$ cat src/hdl/ndjp_pkg.sv
// Shared constants and types for the NDJSON row partitioner.
`default_nettype none
package ndjp_pkg;

  localparam int COUNT_BITS_DEF = 32;
  localparam int OUT_BITS       = 32;
  localparam int CFG_BITS       = 32;
  localparam int CFG_IDX_BITS   = 1;
  localparam int EVQ_DEPTH      = 4;
  localparam int RESQ_DEPTH     = 2;

  localparam logic [7:0]              NEWLINE_BYTE    = 8'd10;
  localparam logic [CFG_BITS-1:0]     MIN_TARGET      = 32'h0001_0000;
  localparam logic [CFG_BITS-1:0]     TARGET_RESET    = 32'h0001_0000;
  localparam logic [CFG_BITS-1:0]     ROW_FLOOR_RESET = 32'd1;

  localparam logic [CFG_IDX_BITS-1:0] CFG_SIZE_GOAL = 1'b0;
  localparam logic [CFG_IDX_BITS-1:0] CFG_ROW_FLOOR = 1'b1;

  typedef struct packed {
    logic [OUT_BITS-1:0] part_offset;
    logic [OUT_BITS-1:0] part_length;
    logic [OUT_BITS-1:0] first_row;
    logic [OUT_BITS-1:0] end_row;
    logic                final_part;
  } part_res_t;

endpackage
`default_nettype wire

$ cat src/hdl/ndjp_fifo.sv
// Small first-word-fall-through queue of words.
`default_nettype none
module ndjp_fifo
  import ndjp_pkg::*;
#(
  parameter int WIDTH = 8,
  parameter int DEPTH = 4
) (
  input  wire logic             clk,
  input  wire logic             rst,
  input  wire logic             push,
  output logic                  full,
  input  wire logic [WIDTH-1:0] din,
  input  wire logic             pop,
  output logic                  empty,
  output logic [WIDTH-1:0]      dout
);

  localparam int AW = (DEPTH > 1) ? $clog2(DEPTH) : 1;

  logic [WIDTH-1:0] mem [DEPTH];
  logic [AW-1:0]    wr_ptr;
  logic [AW-1:0]    rd_ptr;
  logic [AW:0]      count;
  logic [AW:0]      count_next;
  logic             do_push;
  logic             do_pop;

  assign full    = (count == (AW+1)'(DEPTH));
  assign empty   = (count == '0);
  assign do_push = push && !full;
  assign do_pop  = pop && !empty;
  assign dout    = mem[rd_ptr];

  always_comb begin
    unique case ({do_push, do_pop})
      2'b10:   count_next = count + 1'b1;
      2'b01:   count_next = count - 1'b1;
      default: count_next = count;
    endcase
  end

  always_ff @(posedge clk) begin
    if (rst) begin
      wr_ptr <= '0;
      rd_ptr <= '0;
      count  <= '0;
    end else begin
      count <= count_next;
      if (do_push) begin
        wr_ptr <= (wr_ptr == AW'(DEPTH - 1)) ? '0 : wr_ptr + 1'b1;
      end
      if (do_pop) begin
        rd_ptr <= (rd_ptr == AW'(DEPTH - 1)) ? '0 : rd_ptr + 1'b1;
      end
    end
  end

  always_ff @(posedge clk) begin
    if (do_push) begin
      mem[wr_ptr] <= din;
    end
  end

endmodule
`default_nettype wire

$ cat src/hdl/ndjp_front.sv
// Front end: takes bytes, counts offset and rows, queues row-end events.
`default_nettype none
module ndjp_front
  import ndjp_pkg::*;
#(
  parameter int COUNT_BITS = COUNT_BITS_DEF
) (
  input  wire logic                    clk,
  input  wire logic                    rst,
  input  wire logic                    push,
  output logic                         full,
  input  wire logic [7:0]              data_byte,
  input  wire logic                    end_of_buffer,
  output logic                         ev_push,
  input  wire logic                    ev_full,
  output logic [2*COUNT_BITS:0]        ev_word
);

  logic [COUNT_BITS-1:0] byte_position;
  logic [COUNT_BITS-1:0] current_row;
  logic [COUNT_BITS-1:0] pos_end;
  logic [COUNT_BITS-1:0] row_end_idx;
  logic                  accept;
  logic                  row_end;

  assign full        = ev_full;
  assign accept      = push && !ev_full;
  assign row_end     = (data_byte == NEWLINE_BYTE) || end_of_buffer;
  assign pos_end     = (&byte_position) ? byte_position : byte_position + 1'b1;
  assign row_end_idx = (&current_row) ? current_row : current_row + 1'b1;
  assign ev_push     = accept && row_end;
  assign ev_word     = {end_of_buffer, row_end_idx, pos_end};

  always_ff @(posedge clk) begin
    if (rst) begin
      byte_position <= '0;
      current_row   <= '0;
    end else if (accept) begin
      if (end_of_buffer) begin
        byte_position <= '0;
        current_row   <= '0;
      end else begin
        byte_position <= pos_end;
        if (row_end) begin
          current_row <= row_end_idx;
        end
      end
    end
  end

endmodule
`default_nettype wire

$ cat src/hdl/ndjp_back.sv
// Back end: holds config and the open partition, decides closes, builds results.
`default_nettype none
module ndjp_back
  import ndjp_pkg::*;
#(
  parameter int COUNT_BITS = COUNT_BITS_DEF
) (
  input  wire logic                    clk,
  input  wire logic                    rst,
  input  wire logic                    cfg_write,
  input  wire logic [CFG_IDX_BITS-1:0] cfg_index,
  input  wire logic [CFG_BITS-1:0]     cfg_data,
  input  wire logic                    ev_empty,
  input  wire logic [2*COUNT_BITS:0]   ev_word,
  output logic                         ev_pop,
  input  wire logic                    res_full,
  output logic                         res_push,
  output part_res_t                    res_word
);

  localparam int CW = (COUNT_BITS > CFG_BITS) ? COUNT_BITS : CFG_BITS;
  localparam int XW = (COUNT_BITS > OUT_BITS) ? COUNT_BITS : OUT_BITS;

  logic [CFG_BITS-1:0]   size_goal;
  logic [CFG_BITS-1:0]   row_floor;
  logic [COUNT_BITS-1:0] open_off;
  logic [COUNT_BITS-1:0] open_row;

  logic [COUNT_BITS-1:0] ev_pos;
  logic [COUNT_BITS-1:0] ev_row;
  logic                  ev_last;
  logic [COUNT_BITS-1:0] len;
  logic [COUNT_BITS-1:0] rows;
  logic [CFG_BITS-1:0]   tgt;
  logic [CFG_BITS-1:0]   mnr;
  logic                  hit;
  logic [XW-1:0]         x_off;
  logic [XW-1:0]         x_len;
  logic [XW-1:0]         x_first;
  logic [XW-1:0]         x_end;

  assign ev_pos  = ev_word[COUNT_BITS-1:0];
  assign ev_row  = ev_word[2*COUNT_BITS-1:COUNT_BITS];
  assign ev_last = ev_word[2*COUNT_BITS];

  assign len  = ev_pos - open_off;
  assign rows = ev_row - open_row;
  assign tgt  = (size_goal < MIN_TARGET) ? MIN_TARGET : size_goal;
  assign mnr  = (row_floor == '0) ? CFG_BITS'(1) : row_floor;
  assign hit  = (CW'(len) >= CW'(tgt)) && (CW'(rows) >= CW'(mnr));

  assign ev_pop   = !ev_empty && !res_full;
  assign res_push = ev_pop && (hit || ev_last);

  assign x_off   = XW'(open_off);
  assign x_len   = XW'(len);
  assign x_first = XW'(open_row);
  assign x_end   = XW'(ev_row);

  always_comb begin
    res_word.part_offset = x_off[OUT_BITS-1:0];
    res_word.part_length = x_len[OUT_BITS-1:0];
    res_word.first_row   = x_first[OUT_BITS-1:0];
    res_word.end_row     = x_end[OUT_BITS-1:0];
    res_word.final_part  = ev_last;
  end

  always_ff @(posedge clk) begin
    if (rst) begin
      size_goal <= TARGET_RESET;
      row_floor <= ROW_FLOOR_RESET;
    end else if (cfg_write) begin
      unique case (cfg_index)
        CFG_SIZE_GOAL: size_goal <= cfg_data;
        CFG_ROW_FLOOR: row_floor <= cfg_data;
        default:       ;
      endcase
    end
  end

  always_ff @(posedge clk) begin
    if (rst) begin
      open_off <= '0;
      open_row <= '0;
    end else if (ev_pop) begin
      if (ev_last) begin
        open_off <= '0;
        open_row <= '0;
      end else if (hit) begin
        open_off <= ev_pos;
        open_row <= ev_row;
      end
    end
  end

`ifndef NO_ASSERTIONS
  a_no_res_overflow: assert property (@(posedge clk) disable iff (rst)
    !(res_push && res_full))
    else $error("result pushed into a full queue");

  a_final_clears: assert property (@(posedge clk) disable iff (rst)
    (res_push && ev_last) |=> (open_off == '0) && (open_row == '0))
    else $error("open partition not cleared after final part");

  a_close_moves: assert property (@(posedge clk) disable iff (rst)
    (res_push && !ev_last) |=> (open_off == $past(ev_pos)) && (open_row == $past(ev_row)))
    else $error("open partition did not advance on close");
`endif

endmodule
`default_nettype wire

$ cat src/hdl/ndjson_row_partitioner.sv
// Top level of the NDJSON row partitioner.
//
//   channel   ports                                        handshake
//   bytes     data_byte, end_of_buffer                     push / full
//   parts     part_offset, part_length, first_row,
//             end_row, final_part                          pop / empty
//   config    cfg_index, cfg_data                          cfg_write
//
// One byte per cycle sustained while full is low; each byte is a counter update in the front end.
// A closing byte's part word clears empty once it has passed the row-end queue and then the part queue.
// rst is synchronous: counters, queues and the open partition clear, config
// returns to target 65536 and min rows 1.
// full follows the row-end queue; it only fills while parts wait on pop.
`default_nettype none
module ndjson_row_partitioner
  import ndjp_pkg::*;
#(
  parameter int COUNT_BITS = COUNT_BITS_DEF
) (
  input  wire logic                    clk,
  input  wire logic                    rst,
  input  wire logic                    push,
  output logic                         full,
  input  wire logic [7:0]              data_byte,
  input  wire logic                    end_of_buffer,
  output logic                         empty,
  input  wire logic                    pop,
  output logic [OUT_BITS-1:0]          part_offset,
  output logic [OUT_BITS-1:0]          part_length,
  output logic [OUT_BITS-1:0]          first_row,
  output logic [OUT_BITS-1:0]          end_row,
  output logic                         final_part,
  input  wire logic                    cfg_write,
  input  wire logic [CFG_IDX_BITS-1:0] cfg_index,
  input  wire logic [CFG_BITS-1:0]     cfg_data
);

  localparam int EVW = 2 * COUNT_BITS + 1;

  logic           ev_push;
  logic           ev_full;
  logic [EVW-1:0] ev_in;
  logic           ev_pop;
  logic           ev_empty;
  logic [EVW-1:0] ev_out;
  logic           res_push;
  logic           res_full;
  part_res_t      res_in;
  part_res_t      res_out;

  ndjp_front #(.COUNT_BITS(COUNT_BITS)) u_front (
    .clk           (clk),
    .rst           (rst),
    .push          (push),
    .full          (full),
    .data_byte     (data_byte),
    .end_of_buffer (end_of_buffer),
    .ev_push       (ev_push),
    .ev_full       (ev_full),
    .ev_word       (ev_in)
  );

  ndjp_fifo #(.WIDTH(EVW), .DEPTH(EVQ_DEPTH)) u_evq (
    .clk   (clk),
    .rst   (rst),
    .push  (ev_push),
    .full  (ev_full),
    .din   (ev_in),
    .pop   (ev_pop),
    .empty (ev_empty),
    .dout  (ev_out)
  );

  ndjp_back #(.COUNT_BITS(COUNT_BITS)) u_back (
    .clk       (clk),
    .rst       (rst),
    .cfg_write (cfg_write),
    .cfg_index (cfg_index),
    .cfg_data  (cfg_data),
    .ev_empty  (ev_empty),
    .ev_word   (ev_out),
    .ev_pop    (ev_pop),
    .res_full  (res_full),
    .res_push  (res_push),
    .res_word  (res_in)
  );

  ndjp_fifo #(.WIDTH($bits(part_res_t)), .DEPTH(RESQ_DEPTH)) u_resq (
    .clk   (clk),
    .rst   (rst),
    .push  (res_push),
    .full  (res_full),
    .din   (res_in),
    .pop   (pop),
    .empty (empty),
    .dout  (res_out)
  );

  assign part_offset = res_out.part_offset;
  assign part_length = res_out.part_length;
  assign first_row   = res_out.first_row;
  assign end_row     = res_out.end_row;
  assign final_part  = res_out.final_part;

endmodule
`default_nettype wire
$ cat config.mk
export PLATFORM = sky130hd
export DESIGN_NAME = ndjson_row_partitioner
export DESIGN_NICKNAME = d
export VERILOG_FILES = /design/src/hdl/ndjp_pkg.sv /design/src/hdl/ndjp_fifo.sv /design/src/hdl/ndjp_front.sv /design/src/hdl/ndjp_back.sv /design/src/hdl/ndjson_row_partitioner.sv
export SDC_FILE = /design/constraint.sdc
export NUM_CORES = 1
export LEC_CHECK = 0
export BUFFER_PORTS_ARGS = -buffer_cell sky130_fd_sc_hd__buf_2
export CAP_MARGIN = 30
export CORE_UTILIZATION = 55
export DETAILED_ROUTE_END_ITERATION = 10
export GPL_TIMING_DRIVEN = 0
export PLACE_DENSITY = 0.79
export SYNTH_ARGS = -nofsm -noshare
export SYNTH_HDL_FRONTEND = slang
export SYNTH_SLANG_ARGS = --single-unit
$ cat constraint.sdc
create_clock -name clk -period 10.6 [get_ports clk]
set_clock_uncertainty 0.1 [all_clocks]
set_input_delay 0.53 -clock clk [delete_from_list [all_inputs] [get_ports clk]]
set_output_delay 0.53 -clock clk [all_outputs]
set_load 0.1 [all_outputs]
==> run metrics <==
status=finished, final reports clean; Skew-Pair Late Insertion Delay=approximately 0.63 ns; Routed WL=83,100 µm; post-layout util=between 60% and 70%; Initial Util=55.64%; WP buf/inv=9; total track usage=roughly 27%; cts bufs inserted=72; vias post-DR=22,200; Mapped Area=about 33,000 µm²; Worst Setup Path Type=register to register; RSZ-0062 raised after global routing=false; post-CTS setup buffer count=0; Post-synth EDFFs=518; Pre-antenna DRT Iters=6; Max Fclk=113.4 MHz; Synth area leaders=edfxtp_1, dfxtp_1, ha_1; synthesis-to-layout area growth=14.13%; Crit. End Element=register; Synth Flop Type=edfxtp_1; Worst-Margin Slew=1.068 ns; Mapped Nets=2,805; Post-Place Worst Slack=between 1.5 and 2 ns; Synth top cells by count=edfxtp_1, nand2_1, a21oi_1; max incr delay on CP=0.59 ns; CTS tree=done; pin count of the biggest net entering global routing=61; CTS H-Tree Depth=3; Hold Path Stages=3; Ys Warns=0; Fin. Hold Viols=0; reg-to-reg endpoint=u_resq.mem[1][77]; area leader, netlist=edfxtp_1; CTS Hold Bufs=0; Port Buffers=177; Crit path required time=10.81 ns; antenna diode count=0; Core Region=59,020 µm²; first-pass GRT wire length=roughly 120,000 µm; r2r setup slk=1.78 ns; 1st-iter DRT viols=between 2,000 and 2,500; Final Max Slew Viols=0; hold path startpoint=cfg_data[5]; CTS sink cnt=724; Worst Hold End=u_back.size_goal[5]; FP Rows=a little under 90; most frequent cell after synthesis=edfxtp_1; remaining antenna violation count=0; vias in the first global route=21,710; grt ovf=0; Post-Syn Instances=2,620; Max Used Layer=met4; final critical-path setup slack=1.780 ns; Hold Crit Class=input port to register; Final #Nets=3,070; DP HPWL=58,590 µm; initial antenna violation count=0; number of synthesized register bits=724; arrival time worst endpoint=roughly 9.0 ns; DIE WIDTH=246.3 µm; Crit path max-delay family=compound AO/OA/AOI/OAI gates; met2 WL=40,130 µm; die area=between 60,000 and 70,000 µm²; RePlAce Congestion=0.9448; fraction of layout cells with a size suffix above 1=between 20% and 30%; drt drc=0; nature of the critical path startpoint=register; Met1 Wirelength=34,110 µm; period utilisation layout=83.21%; met3 wire length=6381 µm; Syn Area/Cell=12.53 µm²; Period minus WS final=8.820 ns; FFs w/ async S/R, synth=0%; CTS clk-pin slew, worst paths=0.06 ns; Max Root-Sink Buffers=3; per-cell routed wire length=22.36 µm; Slew HR=28.46%; number of max-cap violations=0; # resized after CTS=0; Via density=5.975; # setup viols final=0; die height=roughly 250 µm; Critical-path top delay cell=buf_1; Distinct cells, synth=70; worst reg-to-reg path cell count=28; clock root buffer=clkbuf_16; # IOs=between 150 and 200; CP max FO=30; top cell type's share of synthesized area=47.37%; sequential area share after synthesis=between 50% and 60%
==> per-stage QoR <==
stage	cell area (µm²)	instances	TNS, ns	hold slack, ns
floorplan	32840	2620	0	0.3317
global placement	34700	3570	-579.46	0.3446
CTS	37480	3716	0	0.05866
detailed placement	34980	3584	0	0.3456
global route	37480	3716	0	0.08683
finish	37480	3716	0	0.07481
==> worst register-to-register path, delay by kind of cell (launching register included) <==
kind | cells | cell delay, ns
compound gates | 9 | 2.80
buf+inv | 9 | 2.56
fa+ha+maj | 3 | 1.01
simple gates | 5 | 0.92
mux | 1 | 0.59
flops | 1 | 0.36
xor+xnor | 1 | 0.13
==> how the worst max path moves through the flow <==
stage,slack [ns],cells after the start,to
after floorplan,1.32,23,u_resq.mem[1][0]
after global placement,-2.26,26,u_resq.mem[1][72]
after detailed placement,1.87,28,u_resq.mem[1][70]
after CTS,1.78,28,u_resq.mem[1][70]
after global routing,1.40,28,u_resq.mem[1][71]
final,1.78,28,u_resq.mem[1][77]
==> kinds of logic (layout without fill, tap and decap cells) <==
kind of cell             count (synthesis)  in the layout  share of synthesized area (%)
multiplexers                           196            196                          8.950
AO/OA/AOI/OAI                          488            488                          8.699
buffers and inverters                  251            574                          3.121
AND/OR/NAND/NOR                        698            698                          10.64
adder cells (fa/ha/maj)                138            138                          5.327
flip-flops                             724            724                          59.93
XOR/XNOR                               125            125                          3.334
==> placed cells by master (no fill, tap or decap), types with 11 or more instances in the layout <==
cell type and n:
o31ai_1 12, buf_2 193, xnor2_1 73, and3_1 22
edfxtp_1 518, o21ai_0 102, a31oi_1 17, nor3_1 11
ha_1 135, a21o_1 47, inv_1 138, nor2_1 109
mux2_2 131, nand4_1 26, clkbuf_1 105, clkinv_2 11
nand2b_1 19, a21oi_1 242, clkbuf_16 73, dfxtp_1 206
and4_1 14, mux4_2 65, xor2_1 52, nor2b_1 17
or3_1 17, bufinv_16 12, nor4_1 15, or3b_2 59
nand3_1 32, nand2_1 312
==> flip-flops by register name (all words and copies together) (netlist names), named ones only <==
signal	flops
u_back.open_row	32
u_evq.count	3
u_back.open_off	32
u_resq.wr_ptr	1
u_resq.rd_ptr	1
u_evq.wr_ptr	2
u_front.byte_position	32
u_resq.mem	258
u_evq.mem	260
u_resq.count	2
u_back.size_goal	32
u_back.row_floor	32
u_evq.rd_ptr	2
u_front.current_row	32
==> routing by layer <==
layer | global-route usage [%] | vias to the layer above
li1 | - | 10150
met1 | 36.15 | 10920
met2 | 44.70 | 972
met3 | 4.455 | 162
met4 | 9.513 | 0
met5 | 0 | -
==> cell type report <==
cell class / count / area (µm²)
tap: 773 / 967.2
buffer: 113 / 506.7
fill: 4305 / 21540
multi-input combinational: 1645 / 12160
clock inverter: 36 / 545.5
sequential: 724 / 19680
clock buffer: 96 / 1953
timing repair buffer: 191 / 1150
inverter: 138 / 518.0
Power is left out: the tool's default activity adds up to more than one toggle a clock period on the data nets, which glitch-free logic cannot reach.
